--- config.mk ---
export PLATFORM = sky130hd
export DESIGN_NAME = cubical_cell_boundary
export DESIGN_NICKNAME = d
export VERILOG_FILES = /design/src/hdl/ccb_pkg.sv /design/src/hdl/ccb_cfg.sv /design/src/hdl/ccb_front.sv /design/src/hdl/ccb_jobq.sv /design/src/hdl/ccb_back.sv /design/src/hdl/cubical_cell_boundary.sv
export VERILOG_INCLUDE_DIRS = /design/src /design/src/hdl
export SDC_FILE = /design/constraint.sdc
export NUM_CORES = 2
export LEC_CHECK = 0
export ABC_AREA = 1
export BUFFER_PORTS_ARGS = -buffer_cell sky130_fd_sc_hd__buf_4
export CAP_MARGIN = 20
export CORE_ASPECT_RATIO = 0.9
export CORE_UTILIZATION = 25
export DETAILED_ROUTE_END_ITERATION = 10
export PLACE_DENSITY_LB_ADDON = 0.2
export SYNTH_ARGS = -nofsm -noshare
export SYNTH_HDL_FRONTEND = slang
export SYNTH_SLANG_ARGS = --single-unit
--- constraint.sdc ---
create_clock -name clk_i -period 7.9 [get_ports clk_i]
set_input_delay 1.185 -clock clk_i [delete_from_list [all_inputs] [get_ports clk_i]]
set_output_delay 1.185 -clock clk_i [all_outputs]
set_load 0.05 [all_outputs]
--- src/hdl/cubical_cell_boundary_macros.svh ---
// Assertion helpers used by ccb_back.
`ifndef CUBICAL_CELL_BOUNDARY_MACROS_SVH
`define CUBICAL_CELL_BOUNDARY_MACROS_SVH

// Clocked property, masked while reset is asserted.
`define CCB_ASSERT(lbl, clk, rst_n, prop, msg) \
  lbl: assert property (@(posedge clk) disable iff (!rst_n) prop) else $error(msg);

// Condition that must never be seen outside reset.
`define CCB_ASSERT_NEVER(lbl, clk, rst_n, cond, msg) \
  `CCB_ASSERT(lbl, clk, rst_n, !(cond), msg)

`endif

--- src/hdl/ccb_pkg.sv ---
`default_nettype none

package ccb_pkg;

  localparam int ID_W               = 44;
  localparam int DIM_W              = 3;
  localparam int NUM_AXES_W         = 3;
  localparam int SIZE_W             = 11;
  localparam int NUM_SIZE_REGS      = 4;
  localparam int APB_ADDR_W         = 5;
  localparam int APB_DATA_W         = 32;
  localparam int JOBQ_DEPTH         = 2;
  localparam int DEF_MAX_AXES       = 4;
  localparam int DEF_MAX_COORD_BITS = 10;

  localparam logic [NUM_AXES_W-1:0] NUM_AXES_RESET = 3'd2;
  localparam logic [SIZE_W-1:0]     SIZE_RESET     = 11'd1024;

  typedef enum logic [2:0] {
    REG_NUM_AXES   = 3'd0,
    REG_AXIS0_SIZE = 3'd1,
    REG_AXIS1_SIZE = 3'd2,
    REG_AXIS2_SIZE = 3'd3,
    REG_AXIS3_SIZE = 3'd4
  } ccb_reg_e;

  // Axes that have a size register behind them.
  function automatic int ccb_num_axes(int max_axes);
    return (max_axes < NUM_SIZE_REGS) ? max_axes : NUM_SIZE_REGS;
  endfunction

  // Bits of a field offset: sum of all field widths fits.
  function automatic int ccb_off_bits(int na, int mcb);
    return $clog2(na * (mcb + 1) + 1);
  endfunction

  // Job word: id, current coords, next coords, extent mask, dimension.
  function automatic int ccb_job_bits(int na, int mcb);
    return ID_W + 2 * na * mcb + na + DIM_W;
  endfunction

endpackage

`default_nettype wire

--- src/hdl/ccb_cfg.sv ---
`default_nettype none

module ccb_cfg #(
  parameter int  MAX_AXES       = ccb_pkg::DEF_MAX_AXES,
  parameter int  MAX_COORD_BITS = ccb_pkg::DEF_MAX_COORD_BITS,
  localparam int NA             = ccb_pkg::ccb_num_axes(MAX_AXES),
  localparam int FW             = MAX_COORD_BITS + 1,
  localparam int OffW           = ccb_pkg::ccb_off_bits(NA, MAX_COORD_BITS)
) (
  input  wire logic                            clk_i,
  input  wire logic                            rst_ni,
  input  wire logic                            psel,
  input  wire logic                            penable,
  input  wire logic                            pwrite,
  input  wire logic [ccb_pkg::APB_ADDR_W-1:0]  paddr,
  input  wire logic [ccb_pkg::APB_DATA_W-1:0]  pwdata,
  output logic      [ccb_pkg::APB_DATA_W-1:0]  prdata,
  output logic                                 pready,
  output logic      [OffW-1:0]                 off_o   [NA],
  output logic      [FW-1:0]                   size_o  [NA],
  output logic      [ccb_pkg::ID_W-1:0]        fmask_o [NA],
  output logic      [NA-1:0]                   used_o
);
  import ccb_pkg::*;

  localparam int BW   = $clog2(FW + 1);
  localparam int CmpW = (SIZE_W > FW) ? SIZE_W : FW;
  localparam int AuW  = NUM_AXES_W + 1;

  logic [NUM_AXES_W-1:0] num_axes_q;
  logic [SIZE_W-1:0]     size_q [NUM_SIZE_REGS];
  ccb_reg_e              idx;
  logic                  wr_en;

  logic [FW-1:0]   sz_c    [NA];
  logic [BW-1:0]   bits_c  [NA];
  logic [OffW-1:0] off_c   [NA];
  logic [ID_W-1:0] fmask_c [NA];
  logic [NA-1:0]   used_c;

  assign pready = 1'b1;
  assign idx    = ccb_reg_e'(paddr[APB_ADDR_W-1:2]);
  assign wr_en  = psel && penable && pwrite && pready;

  always_ff @(posedge clk_i or negedge rst_ni) begin
    if (!rst_ni) begin
      num_axes_q <= NUM_AXES_RESET;
      for (int n = 0; n < NUM_SIZE_REGS; n++) begin
        size_q[n] <= SIZE_RESET;
      end
    end else if (wr_en) begin
      unique case (idx)
        REG_NUM_AXES:   num_axes_q <= pwdata[NUM_AXES_W-1:0];
        REG_AXIS0_SIZE: size_q[0]  <= pwdata[SIZE_W-1:0];
        REG_AXIS1_SIZE: size_q[1]  <= pwdata[SIZE_W-1:0];
        REG_AXIS2_SIZE: size_q[2]  <= pwdata[SIZE_W-1:0];
        REG_AXIS3_SIZE: size_q[3]  <= pwdata[SIZE_W-1:0];
        default: ;
      endcase
    end
  end

  always_comb begin
    unique case (idx)
      REG_NUM_AXES:   prdata = APB_DATA_W'(num_axes_q);
      REG_AXIS0_SIZE: prdata = APB_DATA_W'(size_q[0]);
      REG_AXIS1_SIZE: prdata = APB_DATA_W'(size_q[1]);
      REG_AXIS2_SIZE: prdata = APB_DATA_W'(size_q[2]);
      REG_AXIS3_SIZE: prdata = APB_DATA_W'(size_q[3]);
      default:        prdata = '0;
    endcase
  end

  // Field geometry: clamp size, width = ceil(log2(size)) + 1, offsets add up.
  always_comb begin
    logic [CmpW-1:0] szw;
    logic [CmpW-1:0] topw;
    logic [FW-1:0]   sm1;
    logic [BW-1:0]   k;
    logic [AuW-1:0]  au;
    au = AuW'(num_axes_q);
    if (au == '0) begin
      au = AuW'(1);
    end
    if (au > AuW'(NA)) begin
      au = AuW'(NA);
    end
    for (int n = 0; n < NA; n++) begin
      szw  = CmpW'(size_q[n]);
      topw = CmpW'(1) << MAX_COORD_BITS;
      if (szw == '0) begin
        szw = CmpW'(1);
      end else if (szw > topw) begin
        szw = topw;
      end
      sz_c[n] = FW'(szw);
      sm1     = sz_c[n] - FW'(1);
      k       = '0;
      for (int i = 0; i < FW; i++) begin
        if (sm1[i]) begin
          k = BW'(i + 1);
        end
      end
      bits_c[n] = k + BW'(1);
    end
    off_c[0] = '0;
    for (int n = 1; n < NA; n++) begin
      off_c[n] = off_c[n-1] + OffW'(bits_c[n-1]);
    end
    for (int n = 0; n < NA; n++) begin
      fmask_c[n] = ((ID_W'(1) << bits_c[n]) - ID_W'(1)) << off_c[n];
      used_c[n]  = (AuW'(n) < au) && (int'(off_c[n]) < ID_W);
    end
  end

  always_ff @(posedge clk_i) begin
    for (int n = 0; n < NA; n++) begin
      off_o[n]   <= off_c[n];
      size_o[n]  <= sz_c[n];
      fmask_o[n] <= fmask_c[n];
    end
    used_o <= used_c;
  end

endmodule

`default_nettype wire

--- src/hdl/ccb_front.sv ---
`default_nettype none

module ccb_front #(
  parameter int  MAX_AXES       = ccb_pkg::DEF_MAX_AXES,
  parameter int  MAX_COORD_BITS = ccb_pkg::DEF_MAX_COORD_BITS,
  localparam int NA             = ccb_pkg::ccb_num_axes(MAX_AXES),
  localparam int CW             = MAX_COORD_BITS,
  localparam int FW             = MAX_COORD_BITS + 1,
  localparam int OffW           = ccb_pkg::ccb_off_bits(NA, MAX_COORD_BITS),
  localparam int JobW           = ccb_pkg::ccb_job_bits(NA, MAX_COORD_BITS)
) (
  input  wire logic                      clk_i,
  input  wire logic                      rst_ni,
  input  wire logic                      push,
  output logic                           full,
  input  wire logic [ccb_pkg::ID_W-1:0]  cell_id_i,
  input  wire logic [OffW-1:0]           off_i   [NA],
  input  wire logic [FW-1:0]             size_i  [NA],
  input  wire logic [ccb_pkg::ID_W-1:0]  fmask_i [NA],
  input  wire logic [NA-1:0]             used_i,
  output logic                           jq_push_o,
  input  wire logic                      jq_full_i,
  output logic      [JobW-1:0]           jq_data_o
);
  import ccb_pkg::*;

  logic            in_valid_q;
  logic            in_valid_d;
  logic [ID_W-1:0] in_id_q;

  logic [NA-1:0]    ext;
  logic [NA*CW-1:0] crd_flat;
  logic [NA*CW-1:0] nxt_flat;
  logic [DIM_W-1:0] dim;
  logic             consume;
  logic             accept;

  // Pull each field apart and work out its wrapped successor.
  always_comb begin
    logic [FW-1:0] slice;
    logic [FW-1:0] nxt;
    for (int n = 0; n < NA; n++) begin
      slice  = FW'((in_id_q & fmask_i[n]) >> off_i[n]);
      ext[n] = used_i[n] && slice[0];
      nxt    = FW'(slice[FW-1:1]) + FW'(1);
      if (nxt >= size_i[n]) begin
        nxt = nxt - size_i[n];
      end
      crd_flat[n*CW +: CW] = slice[FW-1:1];
      nxt_flat[n*CW +: CW] = nxt[CW-1:0];
    end
    dim = DIM_W'($countones(ext));
  end

  // Vertices have no facets: drop them here.
  assign consume    = in_valid_q && (!(|ext) || !jq_full_i);
  assign jq_push_o  = in_valid_q && (|ext) && !jq_full_i;
  assign jq_data_o  = {dim, ext, nxt_flat, crd_flat, in_id_q};
  assign full       = in_valid_q && jq_full_i;
  assign accept     = push && !full;

  always_comb begin
    in_valid_d = in_valid_q;
    if (consume) begin
      in_valid_d = 1'b0;
    end
    if (accept) begin
      in_valid_d = 1'b1;
    end
  end

  always_ff @(posedge clk_i or negedge rst_ni) begin
    if (!rst_ni) begin
      in_valid_q <= 1'b0;
    end else begin
      in_valid_q <= in_valid_d;
    end
  end

  always_ff @(posedge clk_i) begin
    if (accept) begin
      in_id_q <= cell_id_i;
    end
  end

endmodule

`default_nettype wire

--- src/hdl/ccb_jobq.sv ---
`default_nettype none

module ccb_jobq #(
  parameter int  WIDTH = 8,
  parameter int  DEPTH = ccb_pkg::JOBQ_DEPTH,
  localparam int PtrW  = (DEPTH > 1) ? $clog2(DEPTH) : 1,
  localparam int CntW  = $clog2(DEPTH + 1)
) (
  input  wire logic             clk_i,
  input  wire logic             rst_ni,
  input  wire logic             push_i,
  input  wire logic [WIDTH-1:0] data_i,
  output logic                  full_o,
  input  wire logic             pop_i,
  output logic      [WIDTH-1:0] data_o,
  output logic                  empty_o
);

  logic [WIDTH-1:0] mem_q [DEPTH];
  logic [PtrW-1:0]  wptr_q;
  logic [PtrW-1:0]  rptr_q;
  logic [CntW-1:0]  cnt_q;
  logic             do_push;
  logic             do_pop;

  assign full_o  = (cnt_q == CntW'(DEPTH));
  assign empty_o = (cnt_q == '0);
  assign do_push = push_i && !full_o;
  assign do_pop  = pop_i && !empty_o;
  assign data_o  = mem_q[rptr_q];

  always_ff @(posedge clk_i or negedge rst_ni) begin
    if (!rst_ni) begin
      wptr_q <= '0;
      rptr_q <= '0;
      cnt_q  <= '0;
    end else begin
      if (do_push) begin
        wptr_q <= (wptr_q == PtrW'(DEPTH - 1)) ? '0 : wptr_q + PtrW'(1);
      end
      if (do_pop) begin
        rptr_q <= (rptr_q == PtrW'(DEPTH - 1)) ? '0 : rptr_q + PtrW'(1);
      end
      if (do_push && !do_pop) begin
        cnt_q <= cnt_q + CntW'(1);
      end else if (do_pop && !do_push) begin
        cnt_q <= cnt_q - CntW'(1);
      end
    end
  end

  always_ff @(posedge clk_i) begin
    if (do_push) begin
      mem_q[wptr_q] <= data_i;
    end
  end

endmodule

`default_nettype wire

--- src/hdl/ccb_back.sv ---
`default_nettype none

`include "cubical_cell_boundary_macros.svh"

module ccb_back #(
  parameter int  MAX_AXES       = ccb_pkg::DEF_MAX_AXES,
  parameter int  MAX_COORD_BITS = ccb_pkg::DEF_MAX_COORD_BITS,
  localparam int NA             = ccb_pkg::ccb_num_axes(MAX_AXES),
  localparam int CW             = MAX_COORD_BITS,
  localparam int OffW           = ccb_pkg::ccb_off_bits(NA, MAX_COORD_BITS),
  localparam int JobW           = ccb_pkg::ccb_job_bits(NA, MAX_COORD_BITS)
) (
  input  wire logic                       clk_i,
  input  wire logic                       rst_ni,
  input  wire logic [OffW-1:0]            off_i   [NA],
  input  wire logic [ccb_pkg::ID_W-1:0]   fmask_i [NA],
  input  wire logic                       jq_empty_i,
  input  wire logic [JobW-1:0]            jq_data_i,
  output logic                            jq_pop_o,
  output logic                            empty,
  input  wire logic                       pop,
  output logic      [ccb_pkg::ID_W-1:0]   facet_id_o,
  output logic                            negative_sign_o,
  output logic      [ccb_pkg::DIM_W-1:0]  cell_dimension_o,
  output logic                            last_facet_o
);
  import ccb_pkg::*;

  localparam int SelW   = (NA > 1) ? $clog2(NA) : 1;
  localparam int CrdLo  = ID_W;
  localparam int NxtLo  = ID_W + NA * CW;
  localparam int MaskLo = ID_W + 2 * NA * CW;
  localparam int DimLo  = MaskLo + NA;

  // Job being walked.
  logic             cur_valid_q;
  logic [NA-1:0]    mask_q;
  logic             phase_q;
  logic [1:0]       cnt_q;
  logic [ID_W-1:0]  id_q;
  logic [NA*CW-1:0] crd_q;
  logic [NA*CW-1:0] nxt_q;
  logic [DIM_W-1:0] dim_q;

  // Result register.
  logic             out_valid_q;
  logic [ID_W-1:0]  facet_q;
  logic             neg_q;
  logic [DIM_W-1:0] odim_q;
  logic             last_q;

  logic [SelW-1:0]  sel;
  logic [NA-1:0]    rest;
  logic             is_last;
  logic [CW-1:0]    coord;
  logic [OffW:0]    shamt;
  logic [ID_W-1:0]  facet;
  logic             neg;
  logic             advance;
  logic             load;

  // Lowest extended axis still pending.
  always_comb begin
    sel = '0;
    for (int n = NA - 1; n >= 0; n--) begin
      if (mask_q[n]) begin
        sel = SelW'(n);
      end
    end
  end

  assign rest    = mask_q & ~(NA'(1) << sel);
  assign is_last = phase_q && (rest == '0);
  assign coord   = phase_q ? crd_q[int'(sel)*CW +: CW] : nxt_q[int'(sel)*CW +: CW];
  assign shamt   = (OffW+1)'(off_i[sel]) + (OffW+1)'(1);
  assign facet   = (id_q & ~fmask_i[sel]) | (ID_W'(coord) << shamt);
  assign neg     = (cnt_q == 2'd1) || (cnt_q == 2'd2);

  assign advance  = cur_valid_q && (!out_valid_q || pop);
  assign load     = !jq_empty_i && (!cur_valid_q || (advance && is_last));
  assign jq_pop_o = load;

  always_ff @(posedge clk_i or negedge rst_ni) begin
    if (!rst_ni) begin
      cur_valid_q <= 1'b0;
      mask_q      <= '0;
      phase_q     <= 1'b0;
      cnt_q       <= '0;
      out_valid_q <= 1'b0;
    end else begin
      if (load) begin
        cur_valid_q <= 1'b1;
        mask_q      <= jq_data_i[MaskLo +: NA];
        phase_q     <= 1'b0;
        cnt_q       <= '0;
      end else if (advance) begin
        if (is_last) begin
          cur_valid_q <= 1'b0;
        end
        if (phase_q) begin
          mask_q <= rest;
        end
        phase_q <= !phase_q;
        cnt_q   <= cnt_q + 2'd1;
      end
      if (advance) begin
        out_valid_q <= 1'b1;
      end else if (pop) begin
        out_valid_q <= 1'b0;
      end
    end
  end

  always_ff @(posedge clk_i) begin
    if (load) begin
      id_q  <= jq_data_i[ID_W-1:0];
      crd_q <= jq_data_i[CrdLo +: NA*CW];
      nxt_q <= jq_data_i[NxtLo +: NA*CW];
      dim_q <= jq_data_i[DimLo +: DIM_W];
    end
    if (advance) begin
      facet_q <= facet;
      neg_q   <= neg;
      odim_q  <= dim_q;
      last_q  <= is_last;
    end
  end

  assign empty            = !out_valid_q;
  assign facet_id_o       = facet_q;
  assign negative_sign_o  = neg_q;
  assign cell_dimension_o = odim_q;
  assign last_facet_o     = last_q;

  `CCB_ASSERT(a_job_has_axis, clk_i, rst_ni, cur_valid_q |-> (mask_q != '0), "active job has no axis left")
  `CCB_ASSERT(a_phase_tracks_count, clk_i, rst_ni, cur_valid_q |-> (cnt_q[0] == phase_q), "facet count out of step with axis phase")
  `CCB_ASSERT(a_last_sign, clk_i, rst_ni, (out_valid_q && last_q) |-> (negative_sign_o == cell_dimension_o[0]), "sign of final facet does not match dimension")
  `CCB_ASSERT_NEVER(a_cell_cut_short, clk_i, rst_ni, out_valid_q && !last_q && !cur_valid_q, "cell ended before its last facet")

endmodule

`default_nettype wire

--- src/hdl/cubical_cell_boundary.sv ---
// Boundary of a cubical cell: one input beat per cell, one output beat per facet.
// Input queue side: present cell_id_i with push; the beat is taken when full is low.
// Output queue side: the oldest facet sits on the result ports while empty is low;
// pop takes it. Each extended axis, lowest first, yields two facets (coordinate+1
// with wrap, then the coordinate itself), extent bit cleared; signs run +,-,-,+.
// cell_dimension_o repeats on every facet of the cell and last_facet_o marks the
// final one. A cell with no extended axis produces no output.
// The output register gives one facet per cycle while pop is high; a cell of
// dimension d (up to 4) yields 2*d facets and a vertex is dropped at the input.
// A two-entry job queue between classification and the facet walker lets input
// keep flowing while facets drain. When pop is held low the walker holds and
// the job queue fills, after which full rises.
// Configuration is through the APB port (registers at 4*i); field geometry is
// computed from the register file and registered again in ccb_cfg. Reset
// empties all stages and loads two axes of size 1024.
`default_nettype none

module cubical_cell_boundary #(
  parameter int  MAX_AXES       = ccb_pkg::DEF_MAX_AXES,
  parameter int  MAX_COORD_BITS = ccb_pkg::DEF_MAX_COORD_BITS
) (
  input  wire logic                            clk_i,
  input  wire logic                            rst_ni,
  input  wire logic                            psel,
  input  wire logic                            penable,
  input  wire logic                            pwrite,
  input  wire logic [ccb_pkg::APB_ADDR_W-1:0]  paddr,
  input  wire logic [ccb_pkg::APB_DATA_W-1:0]  pwdata,
  output logic      [ccb_pkg::APB_DATA_W-1:0]  prdata,
  output logic                                 pready,
  input  wire logic                            push,
  output logic                                 full,
  input  wire logic [ccb_pkg::ID_W-1:0]        cell_id_i,
  output logic                                 empty,
  input  wire logic                            pop,
  output logic      [ccb_pkg::ID_W-1:0]        facet_id_o,
  output logic                                 negative_sign_o,
  output logic      [ccb_pkg::DIM_W-1:0]       cell_dimension_o,
  output logic                                 last_facet_o
);
  import ccb_pkg::*;

  localparam int NA   = ccb_num_axes(MAX_AXES);
  localparam int FW   = MAX_COORD_BITS + 1;
  localparam int OffW = ccb_off_bits(NA, MAX_COORD_BITS);
  localparam int JobW = ccb_job_bits(NA, MAX_COORD_BITS);

  logic [OffW-1:0] off   [NA];
  logic [FW-1:0]   size  [NA];
  logic [ID_W-1:0] fmask [NA];
  logic [NA-1:0]   used;

  logic            jq_push;
  logic            jq_full;
  logic [JobW-1:0] jq_wdata;
  logic            jq_pop;
  logic [JobW-1:0] jq_rdata;
  logic            jq_empty;

  ccb_cfg #(
    .MAX_AXES       (MAX_AXES),
    .MAX_COORD_BITS (MAX_COORD_BITS)
  ) u_cfg (
    .clk_i   (clk_i),
    .rst_ni  (rst_ni),
    .psel    (psel),
    .penable (penable),
    .pwrite  (pwrite),
    .paddr   (paddr),
    .pwdata  (pwdata),
    .prdata  (prdata),
    .pready  (pready),
    .off_o   (off),
    .size_o  (size),
    .fmask_o (fmask),
    .used_o  (used)
  );

  ccb_front #(
    .MAX_AXES       (MAX_AXES),
    .MAX_COORD_BITS (MAX_COORD_BITS)
  ) u_front (
    .clk_i     (clk_i),
    .rst_ni    (rst_ni),
    .push      (push),
    .full      (full),
    .cell_id_i (cell_id_i),
    .off_i     (off),
    .size_i    (size),
    .fmask_i   (fmask),
    .used_i    (used),
    .jq_push_o (jq_push),
    .jq_full_i (jq_full),
    .jq_data_o (jq_wdata)
  );

  ccb_jobq #(
    .WIDTH (JobW),
    .DEPTH (JOBQ_DEPTH)
  ) u_jobq (
    .clk_i   (clk_i),
    .rst_ni  (rst_ni),
    .push_i  (jq_push),
    .data_i  (jq_wdata),
    .full_o  (jq_full),
    .pop_i   (jq_pop),
    .data_o  (jq_rdata),
    .empty_o (jq_empty)
  );

  ccb_back #(
    .MAX_AXES       (MAX_AXES),
    .MAX_COORD_BITS (MAX_COORD_BITS)
  ) u_back (
    .clk_i            (clk_i),
    .rst_ni           (rst_ni),
    .off_i            (off),
    .fmask_i          (fmask),
    .jq_empty_i       (jq_empty),
    .jq_data_i        (jq_rdata),
    .jq_pop_o         (jq_pop),
    .empty            (empty),
    .pop              (pop),
    .facet_id_o       (facet_id_o),
    .negative_sign_o  (negative_sign_o),
    .cell_dimension_o (cell_dimension_o),
    .last_facet_o     (last_facet_o)
  );

endmodule

`default_nettype wire

==> flow_metrics.py, run 1 <==
metrics = {
    "outcome": {
        "status": "complete, no violations",
    },
    "grt": {
        "grt_max_degree": 133,
        "grt_pass1_wl_um": 252600,
        "grt_usage_pct": 19.58,
        "grt_pass1_vias": 36357,
        "grt.overflow.total": 0,
        "antenna_found_initial": 11,
    },
    "placed_design": {
        "dp_hpwl_um": 136400,
        "place.gp.congestion": 0.9768,
        "placed_cell_area_um2": 47130,
        "io_buffers": 126,
    },
    "hold_path": {
        "holdCritPathClass": "flip-flop to flip-flop",
    },
    "floorplanning": {
        "placementRows": 144,
        "dieWidth_um": 442.1,
        "io_pins": 172,
        "core-area_um2": 172100,
        "initial_core_util_pct": 25.33,
        "die_height_um": 398.1,
        "die_area_um2": 176000,
    },
    "routing": {
        "first_pass_iters": 6,
        "drc": 0,
        "via_per_inst": 4.837,
        "drt.antenna.violating_nets": 0,
        "drt-initial-drc-count": 3704,
        "wl_um": 176300,
        "vias": 38849,
        "wire_per_inst_um": 21.95,
    },
    "synthesis": {
        "synth_mux_area_share_pct": 0.4162,
        "synthCells": 5635,
        "synthDistinctLibCells": 74,
        "synth-compound-area-share_pct": 11.01,
        "async_flop_share_pct": 7.932,
        "synthAdderAreaFrac_pct": 3.278,
        "synth_edf_count": 482,
        "ys_ff_latch": 769,
        "synth-simple-area-share_pct": 29.02,
        "synth-main-ff-cell": "edfxtp_1",
        "ys.warnings.count": 0,
        "syn_area_per_cell_um2": 7.735,
        "syn-cell-area_um2": 43590,
        "synth_top_family_by_area": "simple AND/OR/NAND/NOR gates",
        "synth_xor_area_share_pct": 1.920,
        "ys_seq_area_share_pct": 47.10,
    },
    "critical_path": {
        "startpoint_type": "flip-flop",
        "max_stage_delay_ns": 0.65,
        "cp_max_fo": 22,
        "worst_ep_arrival_time_ns": 7.20,
        "path_class": "flip-flop to flip-flop",
        "critical-path-top-delay-family": "compound AO/OA/AOI/OAI gates",
        "worst_ep_required_time_ns": 8.30,
        "cpMaxStageDelayCell": "o21ai_0",
        "critPathCaptureType": "flip-flop",
        "crit_buf_inv": 6,
    },
    "clocking": {
        "clk_pin_slew_ns": 0.07,
        "clk_path_buf_depth": 3,
        "cts_hold_buffers": 0,
        "post_cts_buffers": 0,
        "cts_tree": "built",
        "root_buffer": "clkbuf_16",
        "cts_sinks": 769,
        "clk_latency_ns": 0.72,
        "cts_resized": 0,
        "cts_made_buffers": 89,
        "htree_levels": 3,
    },
    "finish": {
        "drive_gt1_share_pct": 9.364,
        "area_growth_pct": 15.10,
        "layout.nets": 5890,
        "postLayoutCellArea_um2": 50170,
        "final_common_cell": "nand2_1",
        "mostFrequentLayoutCells": "nand2_1, nand3_1, o21ai_0",
    },
    "sta": {
        "hold_viol_final": 0,
        "fmax_ghz": 0.1470,
        "min_period_ns": 6.803,
        "fin_worst_skew_ns": 0.05616,
        "setup-tns-final_ns": 0,
        "max-slew-margin-rel_pct": 24.70,
        "tightest_slew_ns": 1.118,
        "rsz0062_at_grt": "no",
        "drv_slew": 0,
        "setup_viol": 0,
        "period_share_pct": 86.11,
    },
    "flow_run": {
        "drv_cap": 0,
    },
}
## per-stage QoR
stage / std cells / setup slack [ns] / util [%] / hold slack, ns
4_1_cts: 8030 / 1.243 / 29.15 / 0.3924
3_3_place_gp: 7864 / 1.296 / 27.39 / 0.4161
3_5_place_dp: 7864 / 1.301 / 27.39 / 0.4144
2_1_floorplan: 5659 / 1.146 / - / 0.4003
6_report: 8032 / 1.097 / 29.16 / 0.4003
5_1_grt: 8030 / 0.6740 / 29.15 / 0.4081
## routing by layer
| metal | GRT usage, % | routed length (µm) |
|---|---|---|
| met5 | 0 | 23 |
| met4 | 6.813 | 6035 |
| met3 | 2.260 | 9910 |
| met2 | 30.67 | 77810 |
| met1 | 27.74 | 82550 |
## sequential cells by signal, summed over array words and instances, names as in the netlist, 2 cells and up
register,flops
u_back.nxt_q,40
u_cfg.used_o,4
u_back.facet_id_o,44
u_cfg.off_o,15
u_back.cell_dimension_o,3
u_cfg.fmask_o,163
u_back.dim_q,3
u_cfg.num_axes_q,3
u_jobq.mem_q,262
u_cfg.size_o,44
u_back.crd_q,40
u_back.cnt_q,2
u_back.mask_q,4
u_jobq.cnt_q,2
u_cfg.size_q,44
u_back.id_q,44
u_front.in_id_q,44
## final cells by class
type | count | area (µm²)
fill | 18537 | 121900
multi-input combinational | 4087 | 20100
timing repair buffer | 219 | 1682
clock inverter | 49 | 565.5
clock buffer | 117 | 2471
inverter | 526 | 1982
tap | 2263 | 2831
sequential | 769 | 20530
antenna | 2 | 5.005
## cell families (layout without fill, tap and decap cells)
kind of cell / count (synthesis) / count (layout)
AND/OR/NAND/NOR: 2996 / 2996
AO/OA/AOI/OAI: 844 / 844
buffers and inverters: 803 / 911
flip-flops: 769 / 769
adder cells (fa/ha/maj): 110 / 110
XOR/XNOR: 93 / 93
multiplexers: 18 / 18
other: 2 / 28
## Yosys cell counts, drive strengths merged, types with 44 or more instances
cell type / number / share of area, %
a21oi: 128 / 1.5
buf: 84 / 1.0
clkbuf: 193 / 1.7
dfrtp: 56 / 3.2
dfxtp: 226 / 10
edfxtp: 482 / 33
ha: 103 / 3.0
inv: 512 / 4.4
nand2: 1875 / 16
nand3: 612 / 7.2
nor2: 387 / 3.6
o211ai: 44 / 0.76
o21ai: 536 / 6.2
xor2: 75 / 1.6
## final timing paths
check	start	cells past startpoint	slack (ns)	to
worst min register to register	u_back.dim_q[0]	0	0.40	u_back.cell_dimension_o[0]
worst max-delay path	u_cfg.off_o[6]	27	1.10	u_jobq.mem_q[1][108]
worst max register to register	u_cfg.off_o[6]	27	1.10	u_jobq.mem_q[1][108]
max in group asynchronous	rst_ni	1	6.61	u_jobq.rptr_q
min in group asynchronous	rst_ni	1	0.59	u_back.out_valid_q
worst min-delay path	u_back.dim_q[0]	0	0.40	u_back.cell_dimension_o[0]
Power of run 1 is not shown: default switching activity piles up to over one toggle a cycle in this logic, so the estimate is an artifact.
==> run 2: changes to the inputs <==
==> constraint.sdc (replaced) <==
create_clock -name clk_i -period 7.9 [get_ports clk_i]
set_input_delay 1.58 -clock clk_i [delete_from_list [all_inputs] [get_ports clk_i]]
set_output_delay 1.58 -clock clk_i [all_outputs]
set_load 0.05 [all_outputs]
==> run 2 against run 1 <==
Highest routed layer is now met4. First-iteration DRC count down 2.4%. Final cell count is essentially flat. Via count shrank 0.31%. Utilization is essentially flat. Largest cell class unchanged. Critical path depth increased by 5. Sequential cell count unchanged. Register-to-register slack about the same. Worst setup slack gained 0.010 ns. Routed wire length shrank 0.51%.
==> flow_metrics.py, run 2 (same netlist as run 1, synthesis figures left out) <==
metrics = {
    "clocking": {
        "clk_pin_slew_ns": 0.06,
        "cts_tree": "built",
        "root_buffer": "clkbuf_16",
        "cts_sinks": 769,
        "clk_path_buf_depth": 3,
        "cts_made_buffers": 89,
        "cts_resized": 0,
        "clk_latency_ns": 0.72,
        "cts_hold_buffers": 0,
        "htree_levels": 3,
        "post_cts_buffers": 0,
    },
    "placed_design": {
        "dp_hpwl_um": 135200,
        "io_buffers": 126,
        "place.gp.congestion": 0.9760,
        "post-place-ws_ns": 1.161,
        "placedCellCount": 7856,
    },
    "finish": {
        "mostFrequentLayoutCells": "nand2_1, nand3_1, o21ai_0",
        "largest_register_ffs": 262,
        "stdcell_count": 8024,
        "final.fill_count": 18433,
        "final_common_cell": "nand2_1",
        "layout.nets": 5882,
        "top_register": "u_jobq.mem_q",
        "reg_top3": "u_jobq.mem_q: 262 flops, u_cfg.fmask_o: 163 flops",
        "area_growth_pct": 15.13,
        "drive_gt1_share_pct": 9.118,
    },
    "routing": {
        "drt-initial-drc-count": 3616,
        "first_pass_iters": 5,
        "vias": 38728,
        "wl_um": 175400,
        "drc": 0,
        "via_per_inst": 4.827,
        "wire_per_inst_um": 21.86,
        "drt.antenna.violating_nets": 0,
    },
    "critical_path": {
        "cp_max_fo": 26,
        "timing.critical_path.mode_cell": "nand2_1",
        "worst_ep_required_time_ns": 8.47,
        "max_stage_delay_ns": 0.53,
        "critPathCaptureType": "flip-flop",
        "startpoint_type": "flip-flop",
        "path_class": "flip-flop to flip-flop",
        "cpMaxStageDelayCell": "nor2_1",
        "worst_ep_arrival_time_ns": 7.37,
    },
    "sta": {
        "fin_worst_skew_ns": 0.06039,
        "setup_viol": 0,
        "whs_ns": 0.3843,
        "drv_slew": 0,
        "rsz0062_at_grt": "no",
        "min_period_ns": 6.793,
        "setup-tns-final_ns": 0,
        "fmax_ghz": 0.1472,
        "setup_ws_ns": 1.107,
        "hold_viol_final": 0,
        "tightest_slew_ns": 1.057,
        "max-slew-margin-rel_pct": 28.77,
        "period_share_pct": 85.99,
    },
    "grt": {
        "grt_pass1_wl_um": 252200,
        "grt_pass1_vias": 35861,
        "antenna_found_initial": 7,
        "grt.overflow.total": 0,
        "grt_usage_pct": 19.51,
        "grt_max_degree": 133,
    },
    "outcome": {
        "status": "complete, no violations",
    },
    "floorplanning": {
        "die_area_um2": 176000,
        "core-area_um2": 172100,
        "initial_core_util_pct": 25.33,
        "die_height_um": 398.1,
        "io_pins": 172,
        "dieWidth_um": 442.1,
        "placementRows": 144,
    },
    "flow_run": {
        "drv_cap": 0,
    },
    "hold_path": {
        "holdCritPathClass": "flip-flop to flip-flop",
    },
}
[run 2: changes by cell type in the layout (fill, tap and decap cells not counted), sizes merged]
cell and change:
clkinv +4, bufinv +8, buf -8, clkbuf -12
clkinvlp -1, diode +1
[run 2: final timing paths]
| path | endpoint | depth (start not counted) | slack [ns] | from |
|---|---|---|---|---|
| min in group asynchronous | u_back.out_valid_q | 1 | 0.99 | rst_ni |
| min | u_back.cell_dimension_o[0] | 0 | 0.38 | u_back.dim_q[0] |
| min reg2reg | u_back.cell_dimension_o[0] | 0 | 0.38 | u_back.dim_q[0] |
| max in group asynchronous | u_jobq.rptr_q | 1 | 6.21 | rst_ni |
| max | u_cfg.fmask_o[41] | 32 | 1.11 | u_cfg.size_q[40] |
| max reg2reg | u_cfg.fmask_o[41] | 32 | 1.11 | u_cfg.size_q[40] |
[run 2: stage by stage]
| stage | util, % | cell area [µm²] |
|---|---|---|
| final | 29.16 | 50180 |
| after global routing | 29.16 | 50170 |
| after CTS | 29.16 | 50170 |
| after detailed placement | 27.35 | 47050 |
| after global placement | 27.35 | 47050 |
| after floorplan | - | 43680 |
[run 2: layout make-up]
cell class                      instances  area [µm²]  area share (%)
Sequential cell                       769       20530           40.92
Multi-Input combinational cell       4087       20100           40.05
Tap cell                             2263        2831           5.643
Clock buffer                          105        2287           4.558
Inverter                              526        1982           3.950
Timing Repair Buffer                  211        1609           3.207
Clock inverter                         60       829.5           1.653
Antenna cell                            3       7.507         0.01496
[run 2: critical path, delay by kind of cell (launching register included)]
family                   cells  cell delay [ns]
adder cells (fa/ha/maj)      4             1.38
buffers and inverters        7             0.90
AND/OR/NAND/NOR             14             2.51
XOR/XNOR                     3             0.75
flip-flops                   1             0.40
AO/OA/AOI/OAI                4             0.71
[run 2: layer usage]
layer | share of wire, % | up-vias | global-route usage (%)
li1 | - | 18779 | -
met1 | 47 | 18611 | 27.92
met2 | 44 | 1141 | 30.33
met3 | 5.2 | 197 | 1.926
met4 | 3.5 | 0 | 7.124
met5 | 0 | - | 0
Power of run 2 is left out for the same reason.
